## config.mk

```make
export PLATFORM = sky130hd
export DESIGN_NAME = cpc_window_cell
export DESIGN_NICKNAME = d
export VERILOG_FILES = /design/src/rtl/connection_protocol_classifier_defines.svh /design/src/rtl/cpc_pkg.sv /design/src/rtl/cpc_window_cell.sv
export SDC_FILE = /design/constraint.sdc
export NUM_CORES = 1
export LEC_CHECK = 0
export ABC_AREA = 1
export BUFFER_PORTS_ARGS = -buffer_cell sky130_fd_sc_hd__buf_2
export CAP_MARGIN = 20
export CORE_AREA = 2 2 39 41
export DETAILED_ROUTE_END_ITERATION = 10
export DIE_AREA = 0 0 41 43
export PLACE_DENSITY_LB_ADDON = 0.12
export SYNTH_ARGS = -nofsm -noshare
export SYNTH_HDL_FRONTEND = slang
export SYNTH_SLANG_ARGS = --single-unit
export TNS_END_PERCENT = 50
```

## constraint.sdc

```tcl
create_clock -name clk -period 1 [get_ports clk]
set_clock_uncertainty 0.2 [all_clocks]
set_input_delay 0.05 -clock clk [delete_from_list [all_inputs] [get_ports clk]]
set_output_delay 0.05 -clock clk [all_outputs]
set_load 0.02 [all_outputs]
```

## src/rtl/connection_protocol_classifier_defines.svh

```systemverilog
// Assertion macros for the connection protocol classifier.
`ifndef CONNECTION_PROTOCOL_CLASSIFIER_DEFINES_SVH
`define CONNECTION_PROTOCOL_CLASSIFIER_DEFINES_SVH
`ifndef SYNTHESIS
`define CPC_ASSERT_IMP(label, clk, rst_n, a, c) \
    label: assert property (@(posedge clk) disable iff (!rst_n) (a) |-> (c)) \
        else $error("assertion failed");
`define CPC_ASSERT_NXT(label, clk, rst_n, a, c) \
    label: assert property (@(posedge clk) disable iff (!rst_n) (a) |=> (c)) \
        else $error("assertion failed");
`else
`define CPC_ASSERT_IMP(label, clk, rst_n, a, c)
`define CPC_ASSERT_NXT(label, clk, rst_n, a, c)
`endif
`endif

```

## src/rtl/cpc_pkg.sv

```systemverilog
// Package: types and constants for the connection protocol classifier.
`timescale 1ns / 1ps
`default_nettype none
package cpc_pkg;
    localparam int NUM_PREFIX = 23;
    localparam int MAX_PLEN   = 10;
    localparam int NUM_HDR    = 4;

    typedef enum logic [1:0] {
        TAG_SCANNING = 2'd0,
        TAG_FOUND    = 2'd1,
        TAG_FAILED   = 2'd2
    } tag_state_t;

    typedef enum logic [3:0] {
        ENT_API = 4'd0, ENT_WS = 4'd1, ENT_TLS = 4'd2, ENT_SOCKS5 = 4'd3,
        ENT_SOCKS4 = 4'd4, ENT_FTP = 4'd5, ENT_HTTP = 4'd6, ENT_SMTP = 4'd7,
        ENT_IMAP = 4'd8
    } entry_t;

    // Lower-case ASCII A-Z only.
    function automatic logic [7:0] fold_case(input logic [7:0] c);
        fold_case = (c >= 8'h41 && c <= 8'h5a) ? (c + 8'd32) : c;
    endfunction

    function automatic logic is_alnum(input logic [7:0] c);
        is_alnum = (c >= 8'h30 && c <= 8'h39) || (c >= 8'h41 && c <= 8'h5a) ||
                   (c >= 8'h61 && c <= 8'h7a);
    endfunction

    function automatic logic [3:0] prefix_len(input int i);
        logic [3:0] r;
        r = 4'd0;
        case (i)
            0: r = 4'd9;   1: r = 4'd4;   2: r = 4'd5;   3: r = 4'd5;
            4: r = 4'd4;   5: r = 4'd4;   6: r = 4'd5;   7: r = 4'd5;
            8: r = 4'd4;   9: r = 4'd4;   10: r = 4'd4;  11: r = 4'd5;
            12: r = 4'd4;  13: r = 4'd7;  14: r = 4'd5;  15: r = 4'd8;
            16: r = 4'd8;  17: r = 4'd6;  18: r = 4'd6;  19: r = 4'd5;
            20: r = 4'd5;  21: r = 4'd10; 22: r = 4'd8;
            default: r = 4'd0;
        endcase
        return r;
    endfunction

    function automatic logic prefix_fold(input int i);
        return (i >= 2 && i <= 7) || (i >= 19);
    endfunction

    function automatic logic [79:0] prefix_text(input int i);
        logic [79:0] r;
        r = '0;
        case (i)
            0: r = "GET /api/";   1: r = "GET ";      2: r = "USER ";
            3: r = "PASS ";       4: r = "LIST";      5: r = "PASV";
            6: r = "RETR ";       7: r = "STOR ";     8: r = "220 ";
            9: r = "331 ";        10: r = "GET ";     11: r = "POST ";
            12: r = "PUT ";       13: r = "DELETE ";  14: r = "HEAD ";
            15: r = "OPTIONS ";   16: r = "CONNECT "; 17: r = "PATCH ";
            18: r = "TRACE ";     19: r = "HELO ";    20: r = "EHLO ";
            21: r = "MAIL FROM:"; 22: r = "RCPT TO:";
            default: r = '0;
        endcase
        return r;
    endfunction

    // Character p of prefix i, case-folded where the prefix folds.
    function automatic logic [7:0] prefix_char(input int i, input int p);
        logic [79:0] t;
        logic [7:0]  c;
        int          l;
        t = prefix_text(i);
        l = int'(prefix_len(i));
        c = t[(l - 1 - p) * 8 +: 8];
        return prefix_fold(i) ? fold_case(c) : c;
    endfunction

    function automatic logic [175:0] header_text(input int h);
        logic [175:0] r;
        r = '0;
        case (h)
            0: r = "upgrade: websocket";
            1: r = "connection:";
            2: r = "sec-websocket-key:";
            3: r = "sec-websocket-version:";
            default: r = '0;
        endcase
        return r;
    endfunction

    function automatic int header_len(input int h);
        int r;
        r = 0;
        case (h)
            0: r = 18; 1: r = 11; 2: r = 18; 3: r = 22;
            default: r = 0;
        endcase
        return r;
    endfunction

    // Character k (0 = oldest) of header h.
    function automatic logic [7:0] header_char(input int h, input int k);
        logic [175:0] t;
        t = header_text(h);
        return t[(header_len(h) - 1 - k) * 8 +: 8];
    endfunction
endpackage
`default_nettype wire

```

## src/rtl/cpc_window_cell.sv

```systemverilog
// One cell of the lower-cased byte window: holds a byte, shifts it onward.
`timescale 1ns / 1ps
`default_nettype none
module cpc_window_cell
    import cpc_pkg::*;
(
    input  wire logic       clk,
    input  wire logic       rst_n,
    input  wire logic       shift_en,
    input  wire logic       clear,
    input  wire logic [7:0] byte_in,
    output logic      [7:0] byte_out
);
    logic [7:0] byte_reg;
    logic [7:0] byte_next;

    always_comb
    begin
        byte_next = byte_reg;
        if (clear)
        begin
            byte_next = 8'd0;
        end
        else if (shift_en)
        begin
            byte_next = byte_in;
        end
    end

    always_ff @(posedge clk or negedge rst_n)
    begin
        if (!rst_n)
        begin
            byte_reg <= 8'd0;
        end
        else
        begin
            byte_reg <= byte_next;
        end
    end

    assign byte_out = byte_reg;
endmodule
`default_nettype wire

```

==> out/metrics.cfg, run 1 <==
[outcome]
status=finished, violations left
violations=hold timing, setup timing

[synthesis]
yosysWarnings=0
syn_nets=47
synth_top_area_share_pct=59.7
synth_top_cell_by_area=dfrtp_1
seq_area_frac_synth_pct=59.7
yosysUniqueCellTypes=6
syn_area_per_cell_um2=9.58
synth.top_cells.by_area=dfrtp_1 60%, nand2_1 18%, nand3_1 12%, nor2_8 6.0%, buf_6 3.4%
synth_area_um2=335
syn_inst=35
ys_ff_latch=8

[sta]
setup_tns_ps=-117
fin_crit_sh_pct=103
fmax_mhz=975
hold_viol_final=16
hold_ws_ps=-53.7
drv_slew=0
min_period_ps=1030
layout_setup_ws_ps=-25.7
rsz0062_at_grt=yes
slew_headroom_pct=83.4
timing.final.setup_violations=8
worst_pin_slew_ps=249

[clocking]
cts_made_buffers=3
clkTransAtPathRegs_ps=50
cts.htree.levels=1
clockRootBuffer=clkbuf_4
tritoncts=done
postCtsHoldBufs=9
cts_sinks=8
insertion_delay_ps=250
clockBufferDepth=2

[global_route]
antenna_found_initial=0
grt_pass1_wl_mm=1.32
grt_pass1_vias=308
grt_overflow=0
grt_usage_pct=11.7
grt_max_degree=10

[die]
num_rows=14
start_util_pct=24.2
die_h_um=43
coreArea_um2=1380
die_width_um=41
num_io_pins=20
dieArea_um2=1760

[routing]
ant_nets=0
wl_um=834
drc=0
drt_iter0_drc=1
routedWlPerCell_um=9.59
vias=361
vias_per_cell=4.15
firstDrtPassIters=2

[critical_path]
slowest_delay_ps=390
cp_max_fo=2
critPathBufInv=1
r2r_slack_ps=80
cp.arrival_ps=780
r2r_cells=3
crit_type=flop to output port
rr_startpoint=byte_out[4]
slowest_stage=dfrtp_1
worstSetupStartpointType=flop
crit_required_ps=750
path_delay_family=flip-flops
r2r_end=byte_out[4]
worstPathCellList=buf_6
cp-end-kind=output port

[worst_hold_path]
hold_path_class=primary input to flop
whs_path_depth=4
hold_end=byte_out[5]
min_from=clear

[cells_and_area]
syn_to_final_growth_pct=91.0
largest_reg_flops=8
nets=85
final_common_cell=nand2_1
drive_gt1_share_pct=42.3
final_cell_mix=16 x nand2_1, 12 x buf_2, 9 x dlygate4sd3_1
antennaDiodeCount=0
n_fill_cell=143
fin_util_pct=46.3

[pwr]
power_uw=766
vdd_drop_max_v=0.000499
p_leak_nw=0.362
power_density_nw_per_um2=1200

[placement]
io_buffers=19
post-place-ws_ps=209
gp_congestion=0.591

[run]
cap_violations=0

-- where the power goes --
part	total (mW)	internal [mW]	leakage, nW	switching [mW]
Clock	0.238	0.137	0.0138	0.102
Sequential	0.354	0.342	0.106	0.0117
Combinational	0.174	0.0967	0.242	0.0770
Total	0.766	0.576	0.362	0.190
-- layer usage --
metal,GRT usage [%],vias to the layer above,routed length [um]
li1,-,186,-
met1,14.9,160,376
met2,14.7,13,396
met3,3.14,2,52
met4,12.0,0,8
met5,0,-,0
-- final cells by class --
cell class,count,area [um2],area share [%]
clock buffer,3,22.5,3.52
inverter,1,3.75,0.586
multi-input combinational,25,120,18.7
sequential,8,200,31.3
tap,16,20.0,3.13
timing repair buffer,34,274,42.8
-- what timing repair did --
item	in CTS	in global routing
endpoints found under the hold margin	16	12
pin swaps	0	0
resized for setup	12	2
setup endpoints to repair	8	8
buffers inserted	4	2
-- Yosys cell counts (all sizes together) --
library cell  instances
nand2                16
dfrtp                 8
nand3                 8
buf                   1
inv                   1
nor2                  1
-- stage by stage --
step | cell area (um2) | cells
after floorplan | 335 | 35
after global placement | 439 | 69
after detailed placement | 439 | 69
after CTS | 619 | 85
after global routing | 641 | 87
final | 641 | 87
-- cell families (layout without fill, tap and decap cells) --
group	Yosys count	count (layout)	synth area share, %
buffers and inverters	2	38	4.48
and+or+nand+nor	25	25	35.8
DFF	8	8	59.7
-- worst max-delay path by stage --
stage / startpoint / end / slack (ps) / cells past startpoint
2_1_floorplan: byte_out[0] / byte_out[0] / 120 / 2
3_3_place_gp: shift_en / byte_out[3] / 210 / 4
3_5_place_dp: shift_en / byte_out[6] / 210 / 4
4_1_cts: byte_out[1] / byte_out[1] / -40 / 1
5_1_grt: byte_out[0] / byte_out[0] / -50 / 1
6_report: byte_out[1] / byte_out[1] / -30 / 1
Power figures use the tool's default switching activity.
==> inputs of run 2 (changes only) <==
Settings changed: CELL_PAD_IN_SITES_DETAIL_PLACEMENT set to 0, CELL_PAD_IN_SITES_GLOBAL_PLACEMENT set to 2, CORE_AREA 2 2 39 41 to unset, CORE_MARGIN set to 2, CORE_UTILIZATION set to 21, DIE_AREA 0 0 41 43 to unset.
==> out/metrics.cfg, run 2 (synthesis results as in run 1) <==
[outcome]
status=finished, violations left
violations=hold timing, setup timing

[cells_and_area]
fin_util_pct=41.9  ; -4.3 points
multi_input_area_um2=120  ; unchanged
final_common_cell=nand2_1
largest_reg_flops=8  ; unchanged
drive_gt1_share_pct=40.6  ; -1.7 points
final_cell_mix=16 x nand2_1, 11 x buf_2, 9 x dlygate4sd3_1
design_area_um2=632  ; -1.4%
n_fill_cell=160  ; +12%
antennaDiodeCount=0  ; unchanged
nets=83  ; -2.4%
seq_area_um2=200  ; unchanged
syn_to_final_growth_pct=88.4

[die]
die_width_um=44.0  ; +7.2%
num_rows=14  ; unchanged
coreArea_um2=1510  ; +8.9%
die_h_um=44.0  ; +2.2%
start_util_pct=22.3  ; -2.0 points
dieArea_um2=1930  ; +9.6%
num_io_pins=20  ; unchanged

[clocking]
postCtsHoldBufs=9  ; unchanged
tritoncts=done
insertion_delay_ps=250  ; about the same
cts_sinks=8  ; unchanged
cts.htree.levels=1  ; unchanged
clockBufferDepth=2  ; unchanged
cts_made_buffers=3  ; unchanged
clockRootBuffer=clkbuf_4
clkTransAtPathRegs_ps=50  ; about the same

[sta]
timing.final.setup_violations=8  ; unchanged
fmax_mhz=977  ; +0.18%
slew_headroom_pct=84.1  ; +0.67 points
worst_pin_slew_ps=238  ; -10.0 ps
setup_tns_ps=-126  ; -9.06 ps
drv_slew=0  ; unchanged
fin_crit_sh_pct=102  ; -0.18 points
hold_viol_final=16  ; unchanged
rsz0062_at_grt=yes
min_period_ps=1020  ; -1.82 ps
layout_setup_ws_ps=-23.9  ; +1.82 ps
hold_ws_ps=-49.2  ; +4.44 ps

[critical_path]
cp-end-kind=output port
crit_type=flop to output port
worstSetupStartpointType=flop
rr_startpoint=byte_out[5]
cp_max_fo=2  ; unchanged
slowest_delay_ps=390  ; about the same
critPathLaunch=byte_out[1]
slowest_stage=dfrtp_1
critPathBufInv=1  ; unchanged
cp.arrival_ps=770  ; about the same
worstPathCellList=buf_6
crit_required_ps=750  ; about the same
path_delay_family=flip-flops

[global_route]
grt_usage_pct=10.7  ; -1.0 points
antenna_found_initial=0  ; unchanged
grt_overflow=0  ; unchanged
grt_pass1_wl_mm=1.44  ; +9.0%
grt_max_degree=10  ; unchanged
grt_pass1_vias=333  ; +8.1%

[routing]
ant_nets=0  ; unchanged
wl_um=848  ; +1.7%
vias_per_cell=4.15  ; about the same
drc=0  ; unchanged
firstDrtPassIters=3  ; +1
routedWlPerCell_um=9.98  ; +4.1%
drt_iter0_drc=3  ; +2
vias=353  ; -2.2%

[run]
cap_violations=0  ; unchanged

[placement]
placed_area_um2=439  ; unchanged
post-place-ws_ps=205  ; -4.14 ps
post-dp-hpwl_um=607
gp_congestion=0.606  ; +2.5%
io_buffers=19  ; unchanged

[pwr]
vdd_drop_max_v=0.000555  ; +11%
p_leak_nw=0.352  ; -2.6%
power_density_nw_per_um2=1210  ; +0.78%

[worst_hold_path]
hold_path_class=primary input to flop
min_from=clear

[run 2: final cells by class]
cell class,count,share of cell area (%)
clock buffers,3,3.56
inverters,1,0.594
multi-input cells,25,19.0
flip-flops and latches,8,31.7
well taps,16,3.17
repair buffers,32,42.0
[run 2: stage by stage]
| stage | cells | total power, mW |
|---|---|---|
| 2_1_floorplan | 35 | 0.416 |
| 3_5_place_dp | 69 | 0.469 |
| 6_report | 85 | 0.762 |
| 3_3_place_gp | 69 | 0.464 |
| 5_1_grt | 85 | 0.812 |
| 4_1_cts | 84 | 0.778 |
[run 2: timing repair]
| item | CTS | global route |
|---|---|---|
| pin swaps | 0 | 0 |
| gates resized for setup | 16 | 0 |
| hold endpoints to repair | 16 | 16 |
| setup buffers | 3 | 1 |
| endpoints found under the setup margin | 8 | 8 |
[run 2: routing by layer]
| metal | up-vias | share of wire [%] | wire length, um | track usage (%) |
|---|---|---|---|---|
| met5 | - | 0 | 0 | 0 |
| met2 | 15 | 48 | 408 | 16.5 |
| met3 | 0 | 9.6 | 81 | 6.67 |
| met4 | 0 | 0 | 0 | 3.64 |
| li1 | 181 | - | - | - |
| met1 | 157 | 42 | 358 | 12.1 |
[run 2: worst paths after layout]
kind                       depth (start not counted)          end  slack [ps]
setup / recovery                                   1  byte_out[1]         -20
hold / removal                                     4  byte_out[4]         -50
setup reg to reg                                   3  byte_out[5]          70
hold reg to reg                                    2  byte_out[7]         290
max in group asynchronous                          2  byte_out[6]         460
min in group asynchronous                          2  byte_out[4]         -30
[run 2: power breakdown]
group,switching (mW),internal [mW]
clock network,0.0995,0.137
registers,0.0125,0.343
logic,0.0763,0.0942
total,0.188,0.573
==> inputs of run 3 (changes only) <==
Settings changed: SKIP_CTS_REPAIR_TIMING set to 1.
==> out/metrics.cfg, run 3 (synthesis results as in run 1) <==
[sta]
hold_viol_final=16  ; unchanged
hold_ws_ps=-50.5  ; -1.25 ps
layout_setup_ws_ps=-27.6  ; -3.71 ps
rsz0062_at_grt=yes
min_period_ps=1030  ; +3.71 ps
slew_headroom_pct=84.1  ; about the same
fmax_mhz=973  ; -0.36%
fin_crit_sh_pct=103  ; +0.37 points
drv_slew=0  ; unchanged
worst_pin_slew_ps=238  ; -0.657 ps
timing.final.setup_violations=8  ; unchanged

[clocking]
insertion_delay_ps=250  ; about the same
clockBufferDepth=2  ; unchanged
cts.htree.levels=1  ; unchanged
tritoncts=done
clkTransAtPathRegs_ps=50  ; about the same
cts_sinks=8  ; unchanged
clockRootBuffer=clkbuf_4
cts_made_buffers=3  ; unchanged

[placement]
io_buffers=19  ; unchanged
placed_cells=69  ; unchanged
post-place-ws_ps=205  ; unchanged
gp_congestion=0.606  ; unchanged
post-dp-hpwl_um=607  ; unchanged

[routing]
drc=0  ; unchanged
vias=353  ; unchanged
routedWlPerCell_um=10.2  ; +1.9%
vias_per_cell=4.20  ; +1.2%
firstDrtPassIters=3  ; unchanged
ant_nets=0  ; unchanged
wl_um=854  ; +0.71%
drt_iter0_drc=2  ; -1

[global_route]
grt_max_degree=10  ; unchanged
grt_overflow=0  ; unchanged
top_usage_layer=met2
grt_pass1_wl_mm=1.24  ; -14%
grt_usage_pct=9.43  ; -1.3 points
gr-usage-met1_pct=8.81  ; -3.3 points
gr-usage-met3_pct=7.08  ; +0.42 points
met2_usage_pct=15.6  ; -0.88 points
grt_pass1_vias=286  ; -14%
antenna_found_initial=0  ; unchanged

[die]
die_h_um=44.0  ; unchanged
num_rows=14  ; unchanged
coreArea_um2=1510  ; unchanged
die_width_um=44.0  ; unchanged
dieArea_um2=1930  ; unchanged
start_util_pct=22.3  ; unchanged
num_io_pins=20  ; unchanged

[critical_path]
r2r_cells=3  ; unchanged
cp-end-kind=output port
critPathBufInv=1  ; unchanged
worstPathCellList=buf_2
rr_startpoint=byte_out[5]
r2r_end=byte_out[5]
slowest_stage=dfrtp_1
r2r_slack_ps=70  ; about the same
crit_type=flop to output port
worstSetupStartpointType=flop
cp.arrival_ps=780  ; about the same
crit_required_ps=750  ; about the same
path_delay_family=flip-flops
cp_max_fo=2  ; unchanged
slowest_delay_ps=370  ; -20 ps

[pwr]
vdd_drop_max_v=0.000556  ; +0.17%
p_leak_nw=0.345  ; -2.1%
power_density_nw_per_um2=1230  ; +2.4%
swShare_pct=25.1  ; +0.37 points
pwr-share-seq_pct=46.9  ; +0.3 points
pwr-share-comb_pct=21.5  ; -0.9 points
p_clk_share_pct=31.6  ; +0.6 points
p_switching_uw=189  ; +0.61%
intPower_uw=566  ; -1.4%

[worst_hold_path]
min_from=clear
hold_end=byte_out[6]
hold_path_class=primary input to flop
whs_path_depth=4  ; unchanged

[cells_and_area]
n_fill_cell=161  ; +0.63%
final_common_cell=nand2_1
antennaDiodeCount=0  ; unchanged
largest_reg_flops=8  ; unchanged
syn_to_final_growth_pct=82.5
final_cell_mix=16 x nand2_1, 13 x buf_2, 9 x dlygate4sd3_1
nets=82  ; -1.2%
drive_gt1_share_pct=39.7  ; -0.87 points
stdcell_count=84  ; -1.2%
fin_util_pct=40.6  ; -1.3 points

[outcome]
status=finished, violations left
violations=hold timing, setup timing

[run]
cap_violations=0  ; unchanged

## run 3: area by class of cell
cell class / count / area, um2 / area share (%)
Timing Repair Buffer: 31 / 245 / 40.1
Sequential cell: 8 / 200 / 32.7
Multi-Input combinational cell: 25 / 120 / 19.6
Clock buffer: 3 / 22.5 / 3.68
Tap cell: 16 / 20.0 / 3.27
Inverter: 1 / 3.75 / 0.613
## run 3: layer usage
layer  vias up  wire, um
li1        179         -
met1       159       342
met2        15       428
met4         0         0
met5         -         0
met3         0        83
## run 3: power groups by stage
| stage | Clock (mW) | Sequential [mW] | Combinational (mW) |
|---|---|---|---|
| floorplan | 0 | 0.380 | 0.0361 |
| global placement | 0 | 0.355 | 0.109 |
| global route | 0.265 | 0.356 | 0.177 |
| finish | 0.239 | 0.354 | 0.162 |
| detailed placement | 0 | 0.357 | 0.112 |
| CTS | 0.252 | 0.351 | 0.112 |
## run 3: per-stage QoR
| stage | hold WS, ps | TNS [ps] | total power [mW] | cell area, um2 |
|---|---|---|---|---|
| floorplan | -446 | 0 | 0.416 | 335 |
| global placement | -301 | 0 | 0.464 | 439 |
| detailed placement | -298 | 0 | 0.469 | 439 |
| CTS | -569 | -333 | 0.715 | 462 |
| global route | -36.9 | -407 | 0.797 | 612 |
| finish | -50.5 | -168 | 0.755 | 612 |
## run 3: how the worst max path moves through the flow
stage / depth (start not counted) / slack [ps] / startpoint / end
after floorplan: 2 / 120 / byte_out[0] / byte_out[0]
after global placement: 2 / 230 / byte_out[5] / byte_out[5]
after detailed placement: 2 / 210 / byte_out[3] / byte_out[3]
after CTS: 1 / -50 / byte_out[2] / byte_out[2]
after global routing: 1 / -60 / byte_out[2] / byte_out[2]
final: 1 / -30 / byte_out[6] / byte_out[6]
